### config.mk
export PLATFORM = sky130hd
export DESIGN_NAME = led_matrix_frame_store
export DESIGN_NICKNAME = d
export VERILOG_FILES = /design/src/hdl/lmfs_pkg.sv /design/src/hdl/led_matrix_frame_store.sv /design/src/hdl/lmfs_ram.sv
export VERILOG_INCLUDE_DIRS = /design/src /design/src/hdl
export SDC_FILE = /design/constraint.sdc
export NUM_CORES = 1
export LEC_CHECK = 0
export BUFFER_PORTS_ARGS = -buffer_cell sky130_fd_sc_hd__buf_2
export CAP_MARGIN = 20
export CORE_MARGIN = 2
export CORE_UTILIZATION = 60
export DETAILED_ROUTE_END_ITERATION = 8
export PLACE_DENSITY = 0.78
export RECOVER_POWER = 100
export SETUP_SLACK_MARGIN = 0.5
export SLEW_MARGIN = 20
export SYNTH_ARGS = -nofsm -noshare
export SYNTH_HDL_FRONTEND = slang
export SYNTH_SLANG_ARGS = --single-unit
### constraint.sdc
create_clock -name clock -period 6.2 [get_ports clock]
set_input_delay 0.31 -clock clock [delete_from_list [all_inputs] [get_ports clock]]
set_output_delay 0.31 -clock clock [all_outputs]
set_load 0.02 [all_outputs]
### src/hdl/led_matrix_frame_store_macros.svh
// assertion macros shared by the led matrix frame store rtl
`ifndef LED_MATRIX_FRAME_STORE_MACROS_SVH
`define LED_MATRIX_FRAME_STORE_MACROS_SVH

// antecedent implies consequent in the same cycle
`define LMFS_ASSERT_SAME(label, clk, rst, ante, cons, msg) \
   label: assert property (@(posedge clk) disable iff (rst) (ante) |-> (cons)) \
      else $error(msg);

// antecedent implies consequent in the next cycle
`define LMFS_ASSERT_NEXT(label, clk, rst, ante, cons, msg) \
   label: assert property (@(posedge clk) disable iff (rst) (ante) |=> (cons)) \
      else $error(msg);

`endif

### src/hdl/lmfs_pkg.sv
// package with types, constants and helpers of the led matrix frame store
`default_nettype none

package lmfs_pkg;

   // frame geometry
   localparam int PAGES       = 4;
   localparam int ROWS        = 7;
   localparam int COLUMNS     = 32;
   localparam int ROW_W       = $clog2(ROWS);
   localparam int LINE_W      = PAGES * 8;
   localparam int GLYPH_SLOTS = 6;

   // show walks five address groups of ROWS lines each
   localparam int SHOW_GROUPS = 5;
   localparam int GROUP_W     = $clog2(SHOW_GROUPS);

   // packed channel widths
   localparam int REQ_DATA_W = 40;
   localparam int REQ_USER_W = 3;
   localparam int RSP_DATA_W = 16;

   // operation codes
   typedef enum logic [2:0] {
      OP_SET_PIXEL  = 3'd0,
      OP_WRITE_BITS = 3'd1,
      OP_GLYPH_ROW  = 3'd2,
      OP_CLEAR      = 3'd3,
      OP_SHOW       = 3'd4
   } op_type;

   // control states
   typedef enum logic {
      ST_IDLE,
      ST_EXEC
   } state_type;

   // show group codes
   localparam logic [GROUP_W-1:0] GRP_PAGE0   = 3'd0;
   localparam logic [GROUP_W-1:0] GRP_PAGE1   = 3'd1;
   localparam logic [GROUP_W-1:0] GRP_PAGE2LO = 3'd2;
   localparam logic [GROUP_W-1:0] GRP_MIXED   = 3'd3;
   localparam logic [GROUP_W-1:0] GRP_PAGE3HI = 3'd4;

   // first bit of a glyph slot inside the 32-bit line
   function automatic logic [4:0] glyph_offset(input logic [2:0] slot);
      logic [4:0] off;
      begin
         unique case (slot)
            3'd0:    off = 5'd0;
            3'd1:    off = 5'd5;
            3'd2:    off = 5'd12;
            3'd3:    off = 5'd17;
            3'd4:    off = 5'd22;
            3'd5:    off = 5'd27;
            default: off = 5'd0;
         endcase
         return off;
      end
   endfunction

   // driver address of line 0 for a show group
   function automatic logic [7:0] group_base(input logic [GROUP_W-1:0] grp);
      logic [7:0] base;
      begin
         unique case (grp)
            GRP_PAGE0:   base = 8'hC0;
            GRP_PAGE1:   base = 8'hC1;
            GRP_PAGE2LO: base = 8'hC2;
            GRP_MIXED:   base = 8'hDC;
            GRP_PAGE3HI: base = 8'hDD;
            default:     base = 8'h00;
         endcase
         return base;
      end
   endfunction

endpackage

`default_nettype wire

### src/hdl/led_matrix_frame_store.sv
// led matrix frame store: 32x7 frame with pixel, bit, glyph, clear and show operations
//
// Input channel req_*: one operation per transfer, op in req_tuser, operands in req_tdata.
// Result channel rsp_*: ok in rsp_tuser, driver address and data in rsp_tdata, rsp_tlast
// marks the final result of an operation.
// The frame is a row memory of 7 entries of 32 bits (one entry per pixel row, four pages
// side by side), read through a registered port and written back by the same control.
// Set pixel, write bits, glyph row, clear and rejected operations: one result; an item is
// accepted, then the read-modify-write step loads the result register once it is free.
// Show: 35 results after the accept, one per cycle while the receiver does not stall.
// The result register decouples the two sides: a new item is accepted as soon as control is
// idle, even while the last result still waits for rsp_tready.
// When the receiver stalls, the next result waits inside the block and no memory update
// commits until the result register can take it.
// Reset clears the control state and the per-row valid bits; a row that is not valid reads
// as blank, so the frame is all dark right after reset with no clearing pass. Clear also
// drops all valid bits at once.
`default_nettype none

`include "led_matrix_frame_store_macros.svh"

module led_matrix_frame_store (
   input  wire logic                            clock,
   input  wire logic                            reset,
   // req_tdata: x_pos[5:0], row[8:6], pixel_on[9], page[12:10], bits[20:13],
   //            low_bit[23:21], high_bit[26:24], glyph_slot[29:27], glyph_bits[34:30]
   input  wire logic                            req_tvalid,
   output logic                                 req_tready,
   input  wire logic [lmfs_pkg::REQ_DATA_W-1:0] req_tdata,
   // req_tuser: op[2:0]
   input  wire logic [lmfs_pkg::REQ_USER_W-1:0] req_tuser,
   output logic                                 rsp_tvalid,
   input  wire logic                            rsp_tready,
   // rsp_tdata: chip_address[7:0], chip_data[15:8]
   output logic      [lmfs_pkg::RSP_DATA_W-1:0] rsp_tdata,
   // rsp_tuser: ok
   output logic                                 rsp_tuser,
   output logic                                 rsp_tlast
);

   import lmfs_pkg::*;

   localparam logic [ROW_W-1:0]   ROW_LAST   = ROW_W'(ROWS - 1);
   localparam logic [GROUP_W-1:0] GROUP_LAST = GROUP_W'(SHOW_GROUPS - 1);

   // control and operand registers
   state_type          state_ff, state_in;
   op_type             op_ff, op_in;
   logic [5:0]         x_ff, x_in;
   logic [ROW_W-1:0]   line_ff, line_in;
   logic               on_ff, on_in;
   logic [2:0]         page_ff, page_in;
   logic [7:0]         bits_ff, bits_in;
   logic [2:0]         lo_ff, lo_in;
   logic [2:0]         hi_ff, hi_in;
   logic [2:0]         slot_ff, slot_in;
   logic [4:0]         glyph_ff, glyph_in;
   logic [GROUP_W-1:0] grp_ff, grp_in;
   logic [ROWS-1:0]    valid_ff, valid_in;

   // result register
   logic               rsp_valid_ff, rsp_valid_in;
   logic               rsp_ok_ff, rsp_ok_in;
   logic               rsp_last_ff, rsp_last_in;
   logic [7:0]         rsp_addr_ff, rsp_addr_in;
   logic [7:0]         rsp_byte_ff, rsp_byte_in;

   // memory ports
   logic               ram_wr_en;
   logic [ROW_W-1:0]   ram_rd_addr_raw;
   logic [ROW_W-1:0]   ram_rd_addr;
   logic [LINE_W-1:0]  ram_rd_data;
   logic [LINE_W-1:0]  new_line;

   // datapath signals
   op_type             req_op;
   logic               row_ok;
   logic               op_ok;
   logic               op_writes;
   logic [LINE_W-1:0]  line_data;
   logic [7:0]         range_mask;
   logic [LINE_W-1:0]  upd_mask;
   logic [LINE_W-1:0]  upd_data;
   logic [7:0]         show_byte;
   logic [7:0]         show_addr;
   logic               show_end;
   logic [ROW_W-1:0]   line_nxt;
   logic               out_free;

   assign req_op   = op_type'(req_tuser[2:0]);
   assign out_free = !rsp_valid_ff || rsp_tready;

   // row memory, one 32-bit entry per pixel row
   lmfs_ram #(
      .WIDTH (LINE_W),
      .DEPTH (ROWS)
   ) u_frame_ram (
      .clock   (clock),
      .wr_en   (ram_wr_en),
      .wr_addr (line_ff),
      .wr_data (new_line),
      .rd_addr (ram_rd_addr),
      .rd_data (ram_rd_data)
   );

   // keep the read address inside the memory for rejected rows
   assign ram_rd_addr = (ram_rd_addr_raw <= ROW_LAST) ? ram_rd_addr_raw : '0;

   // a row never written since reset or clear reads as blank
   assign row_ok    = (line_ff <= ROW_LAST);
   assign line_data = (row_ok && valid_ff[line_ff]) ? ram_rd_data : '0;

   // operand checks
   always_comb begin
      op_ok     = 1'b0;
      op_writes = 1'b0;
      unique case (op_ff)
         OP_SET_PIXEL: begin
            op_ok     = (x_ff < 6'(COLUMNS)) && row_ok;
            op_writes = 1'b1;
         end
         OP_WRITE_BITS: begin
            op_ok     = (page_ff < 3'(PAGES)) && row_ok && (lo_ff <= hi_ff);
            op_writes = 1'b1;
         end
         OP_GLYPH_ROW: begin
            op_ok     = (slot_ff < 3'(GLYPH_SLOTS)) && row_ok;
            op_writes = 1'b1;
         end
         OP_CLEAR: op_ok = 1'b1;
         OP_SHOW:  op_ok = 1'b1;
         default:  op_ok = 1'b0;
      endcase
   end

   // update mask and data for the row being modified
   assign range_mask = (8'hFF << lo_ff) & (8'hFF >> (3'd7 - hi_ff));

   always_comb begin
      upd_mask = '0;
      upd_data = '0;
      unique case (op_ff)
         OP_SET_PIXEL: begin
            upd_mask = LINE_W'(1) << x_ff[4:0];
            upd_data = on_ff ? upd_mask : '0;
         end
         OP_WRITE_BITS: begin
            upd_mask = LINE_W'(range_mask) << {page_ff[1:0], 3'b000};
            upd_data = LINE_W'(bits_ff) << {page_ff[1:0], 3'b000};
         end
         OP_GLYPH_ROW: begin
            upd_mask = LINE_W'(5'h1F) << glyph_offset(slot_ff);
            upd_data = LINE_W'(glyph_ff) << glyph_offset(slot_ff);
         end
         default: begin
            upd_mask = '0;
            upd_data = '0;
         end
      endcase
   end

   assign new_line = (line_data & ~upd_mask) | (upd_data & upd_mask);

   // driver byte for the current show group and line
   always_comb begin
      unique case (grp_ff)
         GRP_PAGE0:   show_byte = line_data[7:0];
         GRP_PAGE1:   show_byte = line_data[15:8];
         GRP_PAGE2LO: show_byte = {7'd0, line_data[16]};
         GRP_MIXED:   show_byte = {line_data[24], line_data[23:17]};
         GRP_PAGE3HI: show_byte = {1'b0, line_data[31:25]};
         default:     show_byte = 8'd0;
      endcase
   end

   assign show_addr = group_base(grp_ff) + {{(8 - ROW_W - 2){1'b0}}, line_ff, 2'b00};
   assign show_end  = (grp_ff == GROUP_LAST) && (line_ff == ROW_LAST);
   assign line_nxt  = (line_ff == ROW_LAST) ? '0 : line_ff + 1'b1;

   // handshake
   assign req_tready = (state_ff == ST_IDLE);
   assign rsp_tvalid = rsp_valid_ff;
   assign rsp_tuser  = rsp_ok_ff;
   assign rsp_tlast  = rsp_last_ff;
   assign rsp_tdata  = {rsp_byte_ff, rsp_addr_ff};

   // next state, memory control and result loading
   always_comb begin
      state_in        = state_ff;
      op_in           = op_ff;
      x_in            = x_ff;
      line_in         = line_ff;
      on_in           = on_ff;
      page_in         = page_ff;
      bits_in         = bits_ff;
      lo_in           = lo_ff;
      hi_in           = hi_ff;
      slot_in         = slot_ff;
      glyph_in        = glyph_ff;
      grp_in          = grp_ff;
      valid_in        = valid_ff;
      rsp_valid_in    = rsp_valid_ff && !rsp_tready;
      rsp_ok_in       = rsp_ok_ff;
      rsp_last_in     = rsp_last_ff;
      rsp_addr_in     = rsp_addr_ff;
      rsp_byte_in     = rsp_byte_ff;
      ram_wr_en       = 1'b0;
      ram_rd_addr_raw = line_ff;
      unique case (state_ff)
         ST_IDLE: begin
            ram_rd_addr_raw = (req_op == OP_SHOW) ? '0 : req_tdata[8:6];
            if (req_tvalid) begin
               op_in    = req_op;
               x_in     = req_tdata[5:0];
               line_in  = (req_op == OP_SHOW) ? '0 : req_tdata[8:6];
               on_in    = req_tdata[9];
               page_in  = req_tdata[12:10];
               bits_in  = req_tdata[20:13];
               lo_in    = req_tdata[23:21];
               hi_in    = req_tdata[26:24];
               slot_in  = req_tdata[29:27];
               glyph_in = req_tdata[34:30];
               grp_in   = '0;
               state_in = ST_EXEC;
            end
         end
         ST_EXEC: begin
            if (out_free) begin
               rsp_valid_in = 1'b1;
               rsp_ok_in    = op_ok;
               if (op_ff == OP_SHOW) begin
                  rsp_addr_in     = show_addr;
                  rsp_byte_in     = show_byte;
                  rsp_last_in     = show_end;
                  line_in         = line_nxt;
                  ram_rd_addr_raw = line_nxt;
                  if (line_ff == ROW_LAST) begin
                     grp_in = grp_ff + 1'b1;
                  end
                  if (show_end) begin
                     state_in = ST_IDLE;
                  end
               end else begin
                  rsp_addr_in = 8'd0;
                  rsp_byte_in = 8'd0;
                  rsp_last_in = 1'b1;
                  state_in    = ST_IDLE;
                  if (op_ok && op_writes) begin
                     ram_wr_en         = 1'b1;
                     valid_in[line_ff] = 1'b1;
                  end
                  if (op_ff == OP_CLEAR) begin
                     valid_in = '0;
                  end
               end
            end
         end
         default: state_in = ST_IDLE;
      endcase
   end

   // control registers
   always_ff @(posedge clock) begin
      if (reset) begin
         state_ff     <= ST_IDLE;
         valid_ff     <= '0;
         rsp_valid_ff <= 1'b0;
      end else begin
         state_ff     <= state_in;
         valid_ff     <= valid_in;
         rsp_valid_ff <= rsp_valid_in;
      end
   end

   // operand and result payload registers
   always_ff @(posedge clock) begin
      op_ff       <= op_in;
      x_ff        <= x_in;
      line_ff     <= line_in;
      on_ff       <= on_in;
      page_ff     <= page_in;
      bits_ff     <= bits_in;
      lo_ff       <= lo_in;
      hi_ff       <= hi_in;
      slot_ff     <= slot_in;
      glyph_ff    <= glyph_in;
      grp_ff      <= grp_in;
      rsp_ok_ff   <= rsp_ok_in;
      rsp_last_ff <= rsp_last_in;
      rsp_addr_ff <= rsp_addr_in;
      rsp_byte_ff <= rsp_byte_in;
   end

   // checks on the control and datapath
   `LMFS_ASSERT_NEXT(a_accept_to_exec, clock, reset, req_tvalid && req_tready, state_ff == ST_EXEC, "accepted transfer did not start execution")
   `LMFS_ASSERT_SAME(a_write_only_ok, clock, reset, ram_wr_en, op_ok && row_ok && out_free, "row memory written for a rejected or stalled operation")
   `LMFS_ASSERT_NEXT(a_clear_drops_rows, clock, reset, state_ff == ST_EXEC && op_ff == OP_CLEAR && out_free, valid_ff == '0, "clear left a row marked valid")
   `LMFS_ASSERT_SAME(a_reject_no_data, clock, reset, rsp_valid_ff && !rsp_ok_ff, rsp_tdata == '0 && rsp_last_ff, "rejected result carries driver data")
   `LMFS_ASSERT_SAME(a_show_in_range, clock, reset, state_ff == ST_EXEC && op_ff == OP_SHOW, grp_ff <= GROUP_LAST && line_ff <= ROW_LAST, "show walk left its range")

endmodule

`default_nettype wire

### src/hdl/lmfs_ram.sv
// generic single write port ram with registered read
`default_nettype none

module lmfs_ram #(
   parameter int WIDTH = 8,
   parameter int DEPTH = 8
) (
   input  wire logic                     clock,
   input  wire logic                     wr_en,
   input  wire logic [$clog2(DEPTH)-1:0] wr_addr,
   input  wire logic [WIDTH-1:0]         wr_data,
   input  wire logic [$clog2(DEPTH)-1:0] rd_addr,
   output logic      [WIDTH-1:0]         rd_data
);

   logic [WIDTH-1:0] mem_ff [DEPTH];
   logic [WIDTH-1:0] rd_data_ff;

   // write port and registered read port
   always_ff @(posedge clock) begin
      if (wr_en) begin
         mem_ff[wr_addr] <= wr_data;
      end
      rd_data_ff <= mem_ff[rd_addr];
   end

   assign rd_data = rd_data_ff;

endmodule

`default_nettype wire

==> summary.md <==
| Metric | Value |
|---|---|
| Post-Place Worst Slack | 2.264 ns |
| Crit path kind | flip-flop to flip-flop |
| Largest net degree at the start of global routing | 53 |
| Skew-Pair Late Insertion Delay | 0.53 ns |
| Pwr Density | 312.1 nW/um2 |
| Reg2reg start | op_ff[2]$_DFFE_PP_ |
| Placed inst area | 15220 um2 |
| GR Overflow Total | 0 |
| Setup TNS | 0 ns |
| Internal power component | 3.835 mW |
| WP buf/inv | 2 |
| Avg WL per Cell | 26.18 um |
| Post-Synthesis Cells | 1180 |
| Final Hold Vio Count | 0 |
| Final Critical Period | 5.057 ns |
| Setup crit start kind | flip-flop |
| Port bufs | 61 |
| IO Pins | 67 |
| DRC Markers | 0 |
| Initial drt markers | 1587 |
| Slew Viols, Final | 334 |
| Setup crit end kind | flip-flop |
| Ys flop type | edfxtp_1 |
| Reg clk slew, reported paths | 0.06 ns |
| Gpl congestion | 1.002 |
| Asr flop ratio synth | 0 |
| Pleak | 5.743 nW |
| Final setup vio count | 0 |
| Clock Path Buffers | 3 |
| CP max FO | 37 |
| Design area | 16600 um2 |
| Switch Pwr | 1.345 mW |
| Initial antenna violation count | 0 |
| DP Wirelength | 27.22 mm |
| CP top delay family | simple AND/OR/NAND/NOR gates |
| Syn Nets | 1241 |
| CTS H-tree lvls | 2 |
| Syn Area/Cell | 12.34 um2 |
| Register share of total power | 0.491 |
| Routed via count | 10.81k |
| Layout filler cell count | 1758 |
| Status | finished with violations |
| Core Region | 24030 um2 |
| First-pass GRT wire length | 63.22 mm |
| Crit-path slowest cell | nor3_1 |
| DR pass1 iterations | 6 |
| Clock Skew | 0.01543 ns |
| Clock network power share | 0.394 |
| Fin util | 0.6907 |
| Post-route ant nets | 0 |
| Synth-to-Final Area Change | 14.02% |
| Rows | 57 |
| Fin crit share | 0.8156 |
| Fraction of layout cells with a size suffix above 1 | 0.1152 |
| Critical Path AT | 5.45 ns |
| Die X | 159.8 um |
| Total power | 5.180 mW |
| Post-CTS Setup Repair Bufs | 0 |
| Die area | 25530 um2 |
| Root buffer cell | clkbuf_16 |
| CTS tree | done |
| Clk sinks | 323 |
| CP max stage delay | 1.20 ns |
| Comb pwr share | 0.115 |
| Ranking of synthesized cells by area | edfxtp_1, dfxtp_1, nand2_1 |
| Post-synth top area cell | edfxtp_1 |
| Fmax | 197.8 MHz |
| Worst min-delay path class | input pin to flip-flop |
| Post-Syn Area | 14560 um2 |
| Total routed wirelength | 42.12 mm |
| Vias per std cell | 6.720 |
| Commonest non-fill, non-tap cells in the layout | edfxtp_1, nand2_1, nor2_1 |
| Net switching fraction of the power | 0.2596 |
| Initial Util | 0.6058 |
| All-Layer GR Usage | 0.3306 |
| Yosys reg bits | 323 |
| Die H | 159.8 um |
| Peak VDD IR | 0.2595 mV |
| Diode count | 0 |
| Worst EP required | 6.59 ns |
| Failing checks | capacitance limit, slew limit |
| Vias in the first global route | 10.28k |
| HP Start | reset |
| Synth cell types | 74 |
| Critical path, cell by cell | nor3b_1 > a311oi_1 > nor3_1 > inv_1 > buf_4 > a21oi_1 > a2bb2oi_1 > o22ai_1 |
| RSZ-0062 raised after global routing | false |
| Seq/Total Area, Yosys | 0.6380 |
| Syn. warnings | 0 |
| Max-cap violation count | 11 |
| Most common cell after layout, fill and taps aside | edfxtp_1 |
| Slew HR | -1.012 |
| Final WS setup | 1.143 ns |
| Inserted Clock Buffers | 34 |
| Worst setup startpoint | op_ff[2]$_DFFE_PP_ |
| Share of the synthesized area in the top cell type | 0.5816 |
| Post-synth EDFFs | 282 |
| Worst slew pin tran | 3.007 ns |
| Nets | 1320 |
[repair_timing]
| action | 4_1_cts | 5_1_grt |
|---|---|---|
| gates resized for setup | 0 | 0 |
| hold buffers | 35 | 0 |
| hold endpoints to repair | 35 | 0 |
[power by group through the flow]
| stage | Clock [mW] | Combinational (mW) | Sequential [mW] |
|---|---|---|---|
| after CTS | 2.05 | 0.587 | 2.54 |
| after detailed placement | 0 | 0.565 | 2.58 |
| after global placement | 0 | 0.554 | 2.58 |
| final | 2.04 | 0.595 | 2.55 |
| after floorplan | 0 | 0.398 | 2.53 |
| after global routing | 2.13 | 0.640 | 2.55 |
[path summary, 6_finish.rpt]
kind                                                        end  slack [ns]  depth (start not counted)
worst max-delay path            u_frame_ram.rd_data[24]$_DFF_P_        1.14                          8
worst min-delay path                      rsp_tvalid$_SDFF_PP0_        0.06                          2
worst max register to register  u_frame_ram.rd_data[24]$_DFF_P_        1.14                          8
worst min register to register   u_frame_ram.rd_data[7]$_DFF_P_        0.47                          1
[synthesized netlist by cell type, types with 27 or more instances]
master and count:
edfxtp_1 282, nand2_1 122, nor2_1 73, a21oi_1 57, clkbuf_1 56, nor3_1 54, a22oi_1 46, dfxtp_1 41
nand3_1 32, mux2_2 27
[cell families (layout without fill, tap and decap cells)]
| family | count (synthesis) | count (layout) | share of synthesized area |
|---|---|---|---|
| and+or+nand+nor | 368 | 368 | 0.1218 |
| DFF | 323 | 323 | 0.6380 |
| AOI/OAI and AO/OA | 325 | 325 | 0.1634 |
| adders and majority gates | 15 | 15 | 0.01324 |
| muxes | 47 | 47 | 0.03558 |
| xor gates and xnor gates | 1 | 1 | 0.0006017 |
| buffers and inverters | 101 | 206 | 0.02741 |
[metal layers]
layer	global-route usage	vias up	share of wire
li1	-	4772	-
met1	0.4514	5229	0.39
met2	0.5171	688	0.46
met3	0.08000	124	0.11
met4	0.1319	0	0.043
met5	0	-	0
[layout make-up]
cell class                      instances  area, um2  area share
Tap cell                              324      405.4     0.02442
Sequential cell                       323       9289      0.5596
Clock inverter                         21      226.5     0.01364
Inverter                               22      82.58    0.004975
Clock buffer                           41      907.1     0.05465
Timing Repair Buffer                  122      789.5     0.04756
Multi-Input combinational cell        756       4900      0.2952
[flip-flops by register name, summed over array words and instances, names as in the netlist, 3 cells and up]
name and count:
u_frame_ram.mem_ff 224, u_frame_ram.rd_data 32, bits_ff 8, rsp_byte_ff 8, rsp_addr_ff 7, valid_ff 7, x_ff 6, glyph_ff 5
grp_ff 3, hi_ff 3, line_ff 3, lo_ff 3, op_ff 3, page_ff 3, slot_ff 3
[per-stage QoR]
step           hold WS (ns)  cells
6_report            0.05701   1609
5_1_grt             0.05008   1609
4_1_cts             0.03713   1609
3_5_place_dp         0.4585   1512
3_3_place_gp         0.4442   1512
2_1_floorplan        0.3791   1180
Note: power is estimated with default switching activity, not from simulation.
